===== config.mk =====
export PLATFORM = sky130hd
export DESIGN_NAME = arp_cache_table
export DESIGN_NICKNAME = d
export VERILOG_FILES = /design/src/hw/rtl/arp_pkg.sv /design/src/hw/rtl/arp_cache_table.sv
export SDC_FILE = /design/constraint.sdc
export NUM_CORES = 2
export LEC_CHECK = 0
export ABC_AREA = 0
export BUFFER_PORTS_ARGS = -buffer_cell sky130_fd_sc_hd__buf_2
export CORE_MARGIN = 2
export CORE_UTILIZATION = 55
export DETAILED_ROUTE_END_ITERATION = 10
export PLACE_DENSITY = 0.71
export SLEW_MARGIN = 25
export SYNTH_ARGS = -nofsm -noshare
export SYNTH_HDL_FRONTEND = slang
export SYNTH_SLANG_ARGS = --single-unit

===== constraint.sdc =====
create_clock -name clock -period 13.11 [get_ports clock]
set_clock_uncertainty 0.05 [all_clocks]
set_input_delay 0.6555 -clock clock [delete_from_list [all_inputs] [get_ports clock]]
set_output_delay 0.6555 -clock clock [all_outputs]
set_load 0.02 [all_outputs]

===== src/hw/rtl/arp_pkg.sv =====
`timescale 1ns / 1ps
`default_nettype none
// ----------------------------------------------------------------------------
// arp_pkg
// Shared constants and types for the ARP cache table.
// ----------------------------------------------------------------------------
package arp_pkg;

   localparam int ENTRIES = 16;
   localparam int IDX_W   = (ENTRIES > 1) ? $clog2(ENTRIES) : 1;
   localparam int OCC_W   = $clog2(ENTRIES + 1);

   localparam int MODE_W  = 2;
   localparam int IP_W    = 32;
   localparam int MAC_W   = 48;
   localparam int TTL_W   = 16;
   localparam int USE_W   = 5;

   localparam logic [MODE_W-1:0] MODE_LOOKUP = 2'd0;
   localparam logic [MODE_W-1:0] MODE_ADD    = 2'd1;
   localparam logic [MODE_W-1:0] MODE_REMOVE = 2'd2;

   typedef struct packed {
      logic [IP_W-1:0]  ip;
      logic [MAC_W-1:0] mac;
      logic             known;
      logic [TTL_W-1:0] ttl;
   } entry_type;

endpackage
`default_nettype wire


===== src/hw/rtl/arp_cache_table.sv =====
`timescale 1ns / 1ps
`default_nettype none
// ----------------------------------------------------------------------------
// arp_cache_table
// IPv4 to MAC cache: lookup, add/update and remove over a scanned slot memory.
// ----------------------------------------------------------------------------
//  channel | ports       | direction | beat
//  req     | req_*       | in        | mode, ip, mac, known flag, ttl
//  rsp     | rsp_*       | out       | found, stored entry, occupancy, full flag
//
//  An accepted request scans all ENTRIES slots through the single read port
//  of the slot memory, one slot per cycle, with one 32-bit key comparator.
//  The result is registered after the scan, the DRAIN and the COMMIT states;
//  req_ready rises together with it, so a new request waits for the last result.
//  Synchronous reset clears valid bits and occupancy;
//  slot contents are not cleared. A stalled rsp holds the block after commit.
// ----------------------------------------------------------------------------
module arp_cache_table (
   input  wire                          clock,
   input  wire                          reset,
   input  wire                          req_valid,
   output logic                         req_ready,
   input  wire  [arp_pkg::MODE_W-1:0]   req_mode,
   input  wire  [arp_pkg::IP_W-1:0]     req_ip_addr,
   input  wire  [arp_pkg::MAC_W-1:0]    req_mac_addr,
   input  wire                          req_mac_known,
   input  wire  [arp_pkg::TTL_W-1:0]    req_ttl,
   output logic                         rsp_valid,
   input  wire                          rsp_ready,
   output logic                         rsp_found,
   output logic [arp_pkg::MAC_W-1:0]    rsp_found_mac,
   output logic                         rsp_found_mac_known,
   output logic [arp_pkg::TTL_W-1:0]    rsp_found_ttl,
   output logic [arp_pkg::USE_W-1:0]    rsp_entries_in_use,
   output logic                         rsp_rejected_full
);
   import arp_pkg::*;

   localparam logic [2:0] ST_IDLE   = 3'd0;
   localparam logic [2:0] ST_SCAN   = 3'd1;
   localparam logic [2:0] ST_DRAIN  = 3'd2;
   localparam logic [2:0] ST_COMMIT = 3'd3;
   localparam logic [2:0] ST_HOLD   = 3'd4;

   localparam logic [IDX_W-1:0] LAST_IDX = IDX_W'(ENTRIES - 1);

   logic [2:0]        state_ff, state_in;
   logic [IDX_W-1:0]  cnt_ff, cnt_in;
   logic [IDX_W-1:0]  cmp_idx_ff;
   logic              cmp_live_ff;

   logic [MODE_W-1:0] op_mode_ff;
   logic [IP_W-1:0]   op_ip_ff;
   logic [MAC_W-1:0]  op_mac_ff;
   logic              op_known_ff;
   logic [TTL_W-1:0]  op_ttl_ff;

   logic              hit_ff, hit_in;
   logic [IDX_W-1:0]  hit_idx_ff, hit_idx_in;
   logic              free_ff, free_in;
   logic [IDX_W-1:0]  free_idx_ff, free_idx_in;
   logic [MAC_W-1:0]  hit_mac_ff, hit_mac_in;
   logic              hit_known_ff, hit_known_in;
   logic [TTL_W-1:0]  hit_ttl_ff, hit_ttl_in;

   logic [ENTRIES-1:0] slot_valid_ff, slot_valid_in;
   logic [OCC_W-1:0]   occ_ff, occ_in;

   entry_type         mem [ENTRIES];
   entry_type         rd_data_ff;
   entry_type         wr_data;
   logic              wr_en;
   logic [IDX_W-1:0]  wr_idx;

   logic              cmp_match, cmp_free;
   logic              reject;
   logic              rsp_load;

   logic              rsp_valid_ff, rsp_valid_in;
   logic              rsp_found_ff;
   logic [MAC_W-1:0]  rsp_mac_ff;
   logic              rsp_known_ff;
   logic [TTL_W-1:0]  rsp_ttl_ff;
   logic [USE_W-1:0]  rsp_use_ff, rsp_use_in;
   logic              rsp_full_ff;

   // slot memory: one write port, one registered read port
   always_ff @(posedge clock) begin
      if (wr_en) begin
         mem[wr_idx] <= wr_data;
      end
   end

   always_ff @(posedge clock) begin
      rd_data_ff <= mem[cnt_ff];
   end

   assign cmp_match = cmp_live_ff && slot_valid_ff[cmp_idx_ff] && (rd_data_ff.ip == op_ip_ff);
   assign cmp_free  = cmp_live_ff && !slot_valid_ff[cmp_idx_ff];

   assign reject = (op_mode_ff == MODE_ADD) && !hit_ff && !free_ff;

   always_comb begin
      hit_in       = hit_ff;
      hit_idx_in   = hit_idx_ff;
      hit_mac_in   = hit_mac_ff;
      hit_known_in = hit_known_ff;
      hit_ttl_in   = hit_ttl_ff;
      free_in      = free_ff;
      free_idx_in  = free_idx_ff;
      if (req_valid && req_ready) begin
         hit_in       = 1'b0;
         free_in      = 1'b0;
         hit_idx_in   = '0;
         free_idx_in  = '0;
         hit_mac_in   = '0;
         hit_known_in = 1'b0;
         hit_ttl_in   = '0;
      end else begin
         // first match and first free slot win
         if (cmp_match && !hit_ff) begin
            hit_in       = 1'b1;
            hit_idx_in   = cmp_idx_ff;
            hit_mac_in   = rd_data_ff.mac;
            hit_known_in = rd_data_ff.known;
            hit_ttl_in   = rd_data_ff.ttl;
         end
         if (cmp_free && !free_ff) begin
            free_in     = 1'b1;
            free_idx_in = cmp_idx_ff;
         end
      end
   end

   // commit: writes, valid bits, occupancy
   always_comb begin
      wr_en         = 1'b0;
      wr_idx        = hit_ff ? hit_idx_ff : free_idx_ff;
      wr_data.ip    = op_ip_ff;
      wr_data.mac   = op_known_ff ? op_mac_ff : '0;
      wr_data.known = op_known_ff;
      wr_data.ttl   = op_ttl_ff;
      slot_valid_in = slot_valid_ff;
      occ_in        = occ_ff;
      if (state_ff == ST_COMMIT) begin
         if (op_mode_ff == MODE_ADD) begin
            if (hit_ff) begin
               wr_en = 1'b1;
            end else if (free_ff) begin
               wr_en                      = 1'b1;
               slot_valid_in[free_idx_ff] = 1'b1;
               occ_in                     = occ_ff + OCC_W'(1);
            end
         end else if (op_mode_ff == MODE_REMOVE && hit_ff) begin
            slot_valid_in[hit_idx_ff] = 1'b0;
            if (occ_ff != '0) begin
               occ_in = occ_ff - OCC_W'(1);
            end
         end
      end
   end

   assign rsp_load   = ((state_ff == ST_COMMIT) || (state_ff == ST_HOLD))
                       && (!rsp_valid_ff || rsp_ready);
   assign rsp_use_in = USE_W'(occ_in);

   always_comb begin
      state_in = state_ff;
      cnt_in   = cnt_ff;
      unique case (state_ff)
         ST_IDLE: begin
            if (req_valid) begin
               state_in = ST_SCAN;
               cnt_in   = '0;
            end
         end
         ST_SCAN: begin
            if (cnt_ff == LAST_IDX) begin
               state_in = ST_DRAIN;
            end else begin
               cnt_in = cnt_ff + IDX_W'(1);
            end
         end
         ST_DRAIN: begin
            state_in = ST_COMMIT;
         end
         ST_COMMIT, ST_HOLD: begin
            state_in = rsp_load ? ST_IDLE : ST_HOLD;
         end
         default: begin
            state_in = ST_IDLE;
         end
      endcase
   end

   assign req_ready = (state_ff == ST_IDLE);

   always_comb begin
      rsp_valid_in = rsp_valid_ff;
      if (rsp_load) begin
         rsp_valid_in = 1'b1;
      end else if (rsp_ready) begin
         rsp_valid_in = 1'b0;
      end
   end

   always_ff @(posedge clock) begin
      if (reset) begin
         state_ff      <= ST_IDLE;
         cmp_live_ff   <= 1'b0;
         slot_valid_ff <= '0;
         occ_ff        <= '0;
         rsp_valid_ff  <= 1'b0;
      end else begin
         state_ff      <= state_in;
         cmp_live_ff   <= (state_ff == ST_SCAN);
         slot_valid_ff <= slot_valid_in;
         occ_ff        <= occ_in;
         rsp_valid_ff  <= rsp_valid_in;
      end
   end

   always_ff @(posedge clock) begin
      cnt_ff       <= cnt_in;
      cmp_idx_ff   <= cnt_ff;
      hit_ff       <= hit_in;
      hit_idx_ff   <= hit_idx_in;
      hit_mac_ff   <= hit_mac_in;
      hit_known_ff <= hit_known_in;
      hit_ttl_ff   <= hit_ttl_in;
      free_ff      <= free_in;
      free_idx_ff  <= free_idx_in;
      if (req_valid && req_ready) begin
         op_mode_ff  <= req_mode;
         op_ip_ff    <= req_ip_addr;
         op_mac_ff   <= req_mac_addr;
         op_known_ff <= req_mac_known;
         op_ttl_ff   <= req_ttl;
      end
      // occupancy is final once commit has run, so HOLD reads occ_ff via occ_in
      if (rsp_load) begin
         rsp_found_ff <= hit_ff;
         rsp_mac_ff   <= hit_mac_ff;
         rsp_known_ff <= hit_known_ff;
         rsp_ttl_ff   <= hit_ttl_ff;
         rsp_use_ff   <= rsp_use_in;
         rsp_full_ff  <= reject;
      end
   end

   assign rsp_valid           = rsp_valid_ff;
   assign rsp_found           = rsp_found_ff;
   assign rsp_found_mac       = rsp_mac_ff;
   assign rsp_found_mac_known = rsp_known_ff;
   assign rsp_found_ttl       = rsp_ttl_ff;
   assign rsp_entries_in_use  = rsp_use_ff;
   assign rsp_rejected_full   = rsp_full_ff;

`ifndef NO_ASSERTIONS
   a_occ_matches_valid: assert property (@(posedge clock) disable iff (reset)
      32'(occ_ff) == $countones(slot_valid_ff))
      else $error("occupancy out of step with valid bits");

   a_full_not_found: assert property (@(posedge clock) disable iff (reset)
      rsp_valid_ff |-> !(rsp_full_ff && rsp_found_ff))
      else $error("full rejection reported together with a hit");

   a_accept_starts_scan: assert property (@(posedge clock) disable iff (reset)
      (req_valid && req_ready) |=> (state_ff == ST_SCAN && cnt_ff == '0))
      else $error("accepted beat did not start a scan");

   a_write_only_commit: assert property (@(posedge clock) disable iff (reset)
      wr_en |-> (state_ff == ST_COMMIT && op_mode_ff == MODE_ADD))
      else $error("slot write outside commit");

   a_no_load_over_pending: assert property (@(posedge clock) disable iff (reset)
      (rsp_valid_ff && !rsp_ready) |=> $stable(rsp_use_ff))
      else $error("pending result overwritten");
`endif

endmodule
`default_nettype wire


==> flow_metrics.env <==
export IMPL_htreeDepth=4
export IMPL_worstSetupPathType="flop to flop"
export IMPL_slowest_stage="buf_4"
export IMPL_cts_num_sinks=1929
export IMPL_postSynthRegisterBits=1929
export IMPL_clock_latency_reported_for_the_late_side_of_the_worst_skew_pair_ns=0.80
export IMPL_worstMarginPinSlew_ns=1.16
export IMPL_largest_net_degree_at_the_start_of_global_routing=166
export IMPL_status="complete, no violations"
export IMPL_fin_setup_tns_ns=0
export IMPL_floorplan_initialDensity=0.554
export IMPL_antenna_violating_nets_post_route=0
export IMPL_drc=0
export IMPL_floorplan_die_area_sq_um=131000
export IMPL_post_dp_hpwl_microns=70500
export IMPL_io_buffer_count=176
export IMPL_grt_first_pass_wirelength_microns=224000
export IMPL_die_width_microns=362
export IMPL_worst_r2r_endpoint="rd_data_ff[17]"
export IMPL_grt_antenna_before_repair=3
export IMPL_finalNetCount=3537
export IMPL_timing_slew_headroom=0.224
export IMPL_dr_total_vias=32700
export IMPL_rr_startpoint="cnt_ff[0]"
export IMPL_wl_microns=154000
export IMPL_core_sq_um=128000
export IMPL_syn_mean_instance_area_sq_um=22.8
export IMPL_cts_buffers=184
export IMPL_final_cycle_utilization_of_the_critical_path=0.345
export IMPL_detailedRoute_firstIterationViolations=4213
export IMPL_crit_arrival_ns=5.13
export IMPL_drt_first_pass_iters=6
export IMPL_groute_usage_overall=0.237
export IMPL_worst_r2r_path_depth=6
export IMPL_cts_setup_buffers=0
export IMPL_postSynth_asyncResetShare=0
export IMPL_synth_lib_cells_used_distinct=47
export IMPL_worst_ir_drop_vdd_mv=0.142
export IMPL_clock_tree_root_cell="clkbuf_16"
export IMPL_setup_worst_path_end_class="flop"
export IMPL_clockBufferDepth=3
export IMPL_ys_warn_count=0
export IMPL_viasPerCell=6.23
export IMPL_cap_violations=0
export IMPL_peak_per_stage_delay_on_the_critical_path_ns=0.82
export IMPL_timing_final_ws_setup_ns=8.59
export IMPL_reg2reg_slack_ns=8.59
export IMPL_final_hold_worst_slack_ns=0.0409
export IMPL_syn_num_nets=3200
export IMPL_power_density_nw_per_um2=173
export IMPL_syn2layout_area_growth_pct=14.0
export IMPL_chipHeight_microns=362
export IMPL_clk_transition_reported_paths_ns=0.06
export IMPL_routedWlPerCell_microns=29.4
export IMPL_nFillCells=8257
export IMPL_rsz0062_at_grt="false"
export IMPL_hold_removal_path_class="input pin to flop"
export IMPL_post_synth_inst_count=3094
export IMPL_post_route_cells_drive_above_1_share=0.280
export IMPL_netlist_area_sq_um=70600
export IMPL_global_route_overflow_total=0
export IMPL_final_setup_fails=0
export IMPL_worstSetupStartpointType="flop"
export IMPL_ys_seq_area_frac=0.791
export IMPL_finalWorstPathRequiredPeriod_ns=4.52
export IMPL_critical_path_cell_chain="buf_6 > buf_12 > buf_4 > buf_4 > mux4_2 > mux4_2"
export IMPL_critPathRequiredTime_ns=13.72
export IMPL_total_leakage_power_nw=25.5
export IMPL_cts_tree="done"
export IMPL_gp_congestion=0.777
export IMPL_via_count_of_the_first_global_routing_pass=33800
export IMPL_boundaryPins=177
export IMPL_final_hold_violation_count=0
export IMPL_totalPowerFinal_w=0.0139
export IMPL_fmax_mhz=221
export IMPL_rows=131
export IMPL_number_of_enable_flip_flop_cells_after_synthesis=1727
export IMPL_crit_path_start="cnt_ff[0]"
export IMPL_crit_path_max_fanout=106
export IMPL_pre_cts_ws_ns=8.00
export IMPL_timing_max_transition_violations_final=0
export IMPL_synthFlopType="edfxtp_1"
export IMPL_end_of_flow_core_utilization=0.632
export IMPL_setup_worst_path_end="rd_data_ff[17]"
[sequential cells by signal, summed over array words and instances (netlist names), 2 cells and up]
name / flops
cmp_idx_ff: 4
cnt_ff: 4
free_idx_ff: 4
hit_idx_ff: 4
hit_mac_ff: 48
hit_ttl_ff: 16
mem: 1552
occ_ff: 5
op_ip_ff: 32
op_mac_ff: 48
op_mode_ff: 2
op_ttl_ff: 16
rd_data_ff: 97
rsp_entries_in_use: 5
rsp_found_mac: 48
rsp_found_ttl: 16
slot_valid_ff: 16
state_ff: 3
[per-layer routing]
layer	GRT usage	wire (microns)	vias up
met1	0.331	61100	17400
li1	-	-	13500
met5	0	0	-
met3	0.0522	13200	223
met4	0.0686	3430	0
met2	0.382	76600	1527
[worst max-delay path, delay by kind of cell, from the launching register on]
kind | cells | cell delay, ns
buffers and inverters | 4 | 2.53
DFF | 1 | 0.54
muxes | 2 | 1.11
[synthesized netlist by cell type, types with 6 or more instances]
cell type / instances / area share
nor2_1: 38 / 0.0020
o21ai_1: 14 / 0.00099
buf_2: 16 / 0.0011
dfxtp_1: 202 / 0.057
edfxtp_1: 1727 / 0.73
clkbuf_1: 105 / 0.0056
a21oi_1: 34 / 0.0024
nor3b_1: 6 / 0.00064
nor3_1: 9 / 0.00064
mux2i_1: 70 / 0.0099
and2_1: 48 / 0.0043
nand3_1: 13 / 0.00092
nand2_1: 169 / 0.0090
inv_1: 10 / 0.00053
xor2_1: 32 / 0.0040
o21ai_0: 13 / 0.00092
mux4_2: 489 / 0.16
nand4_1: 7 / 0.00062
buf_1: 25 / 0.0013
nor4_1: 16 / 0.0014
[how the worst min path moves through the flow]
| stage | to | slack (ns) | depth (start not counted) | start |
|---|---|---|---|---|
| after global placement | rsp_found_mac[18] | 0.36 | 0 | hit_mac_ff[18] |
| after CTS | op_ttl_ff[12] | 0.001 | 1 | req_ttl[12] |
| final | op_ip_ff[10] | 0.04 | 1 | req_ip_addr[10] |
| after detailed placement | rsp_found_mac[39] | 0.36 | 0 | hit_mac_ff[39] |
| after global routing | op_ip_ff[10] | 0.006 | 1 | req_ip_addr[10] |
| after floorplan | cmp_idx_ff[2] | 0.30 | 0 | cnt_ff[2] |
[timing repair]
action	in CTS	in global routing
hold buffers	79	0
resized for setup	0	0
hold endpoints to repair	79	0
[report_power, final]
part / switching (W) / total [W] / internal [W] / leakage (nW)
combinational: 0.000809 / 0.00159 / 0.000776 / 5.24
sequential: 0.000156 / 0.00711 / 0.00696 / 17.3
clock: 0.00220 / 0.00521 / 0.00301 / 2.95
[kinds of logic after synthesis]
group / share of synthesized area
flip-flops: 0.791
XOR/XNOR: 0.00446
multiplexers: 0.167
AO/OA/AOI/OAI: 0.00556
AND/OR/NAND/NOR: 0.0221
adder cells (fa/ha/maj): 0.000531
buffers and inverters: 0.00905
[final cells by class]
class                      count  area [sq um]  share of cell area
multi-input combinational   1006         14200               0.177
antenna                        1          2.50           0.0000311
clock inverter                88           769             0.00955
sequential                  1929         55900               0.694
timing repair buffer         300          2280              0.0284
clock buffer                 257          5220              0.0648
tap                         1662          2080              0.0258
inverter                      10          42.5            0.000528
[placed cells by master (no fill, tap or decap), drive strengths merged, types with 6 or more instances in the layout]
cell type,instances
nor4,16
buf,221
nand4,7
mux2i,71
o21ai,27
xor2,32
dfxtp,202
edfxtp,1727
nor3b,6
nand3,13
mux4,489
and2,48
inv,13
nor3,9
a21oi,34
nor2,38
bufinv,12
clkinv,71
dlygate4sd3,79
nand2,169
clkbuf,257
[per-stage QoR]
step / cell area, sq um / instances
finish: 80500 / 5253
detailed placement: 73700 / 4824
CTS: 80400 / 5248
global placement: 73700 / 4824
floorplan: 70600 / 3094
global route: 80500 / 5252
No activity file was read; power rests on OpenSTA's default activity.
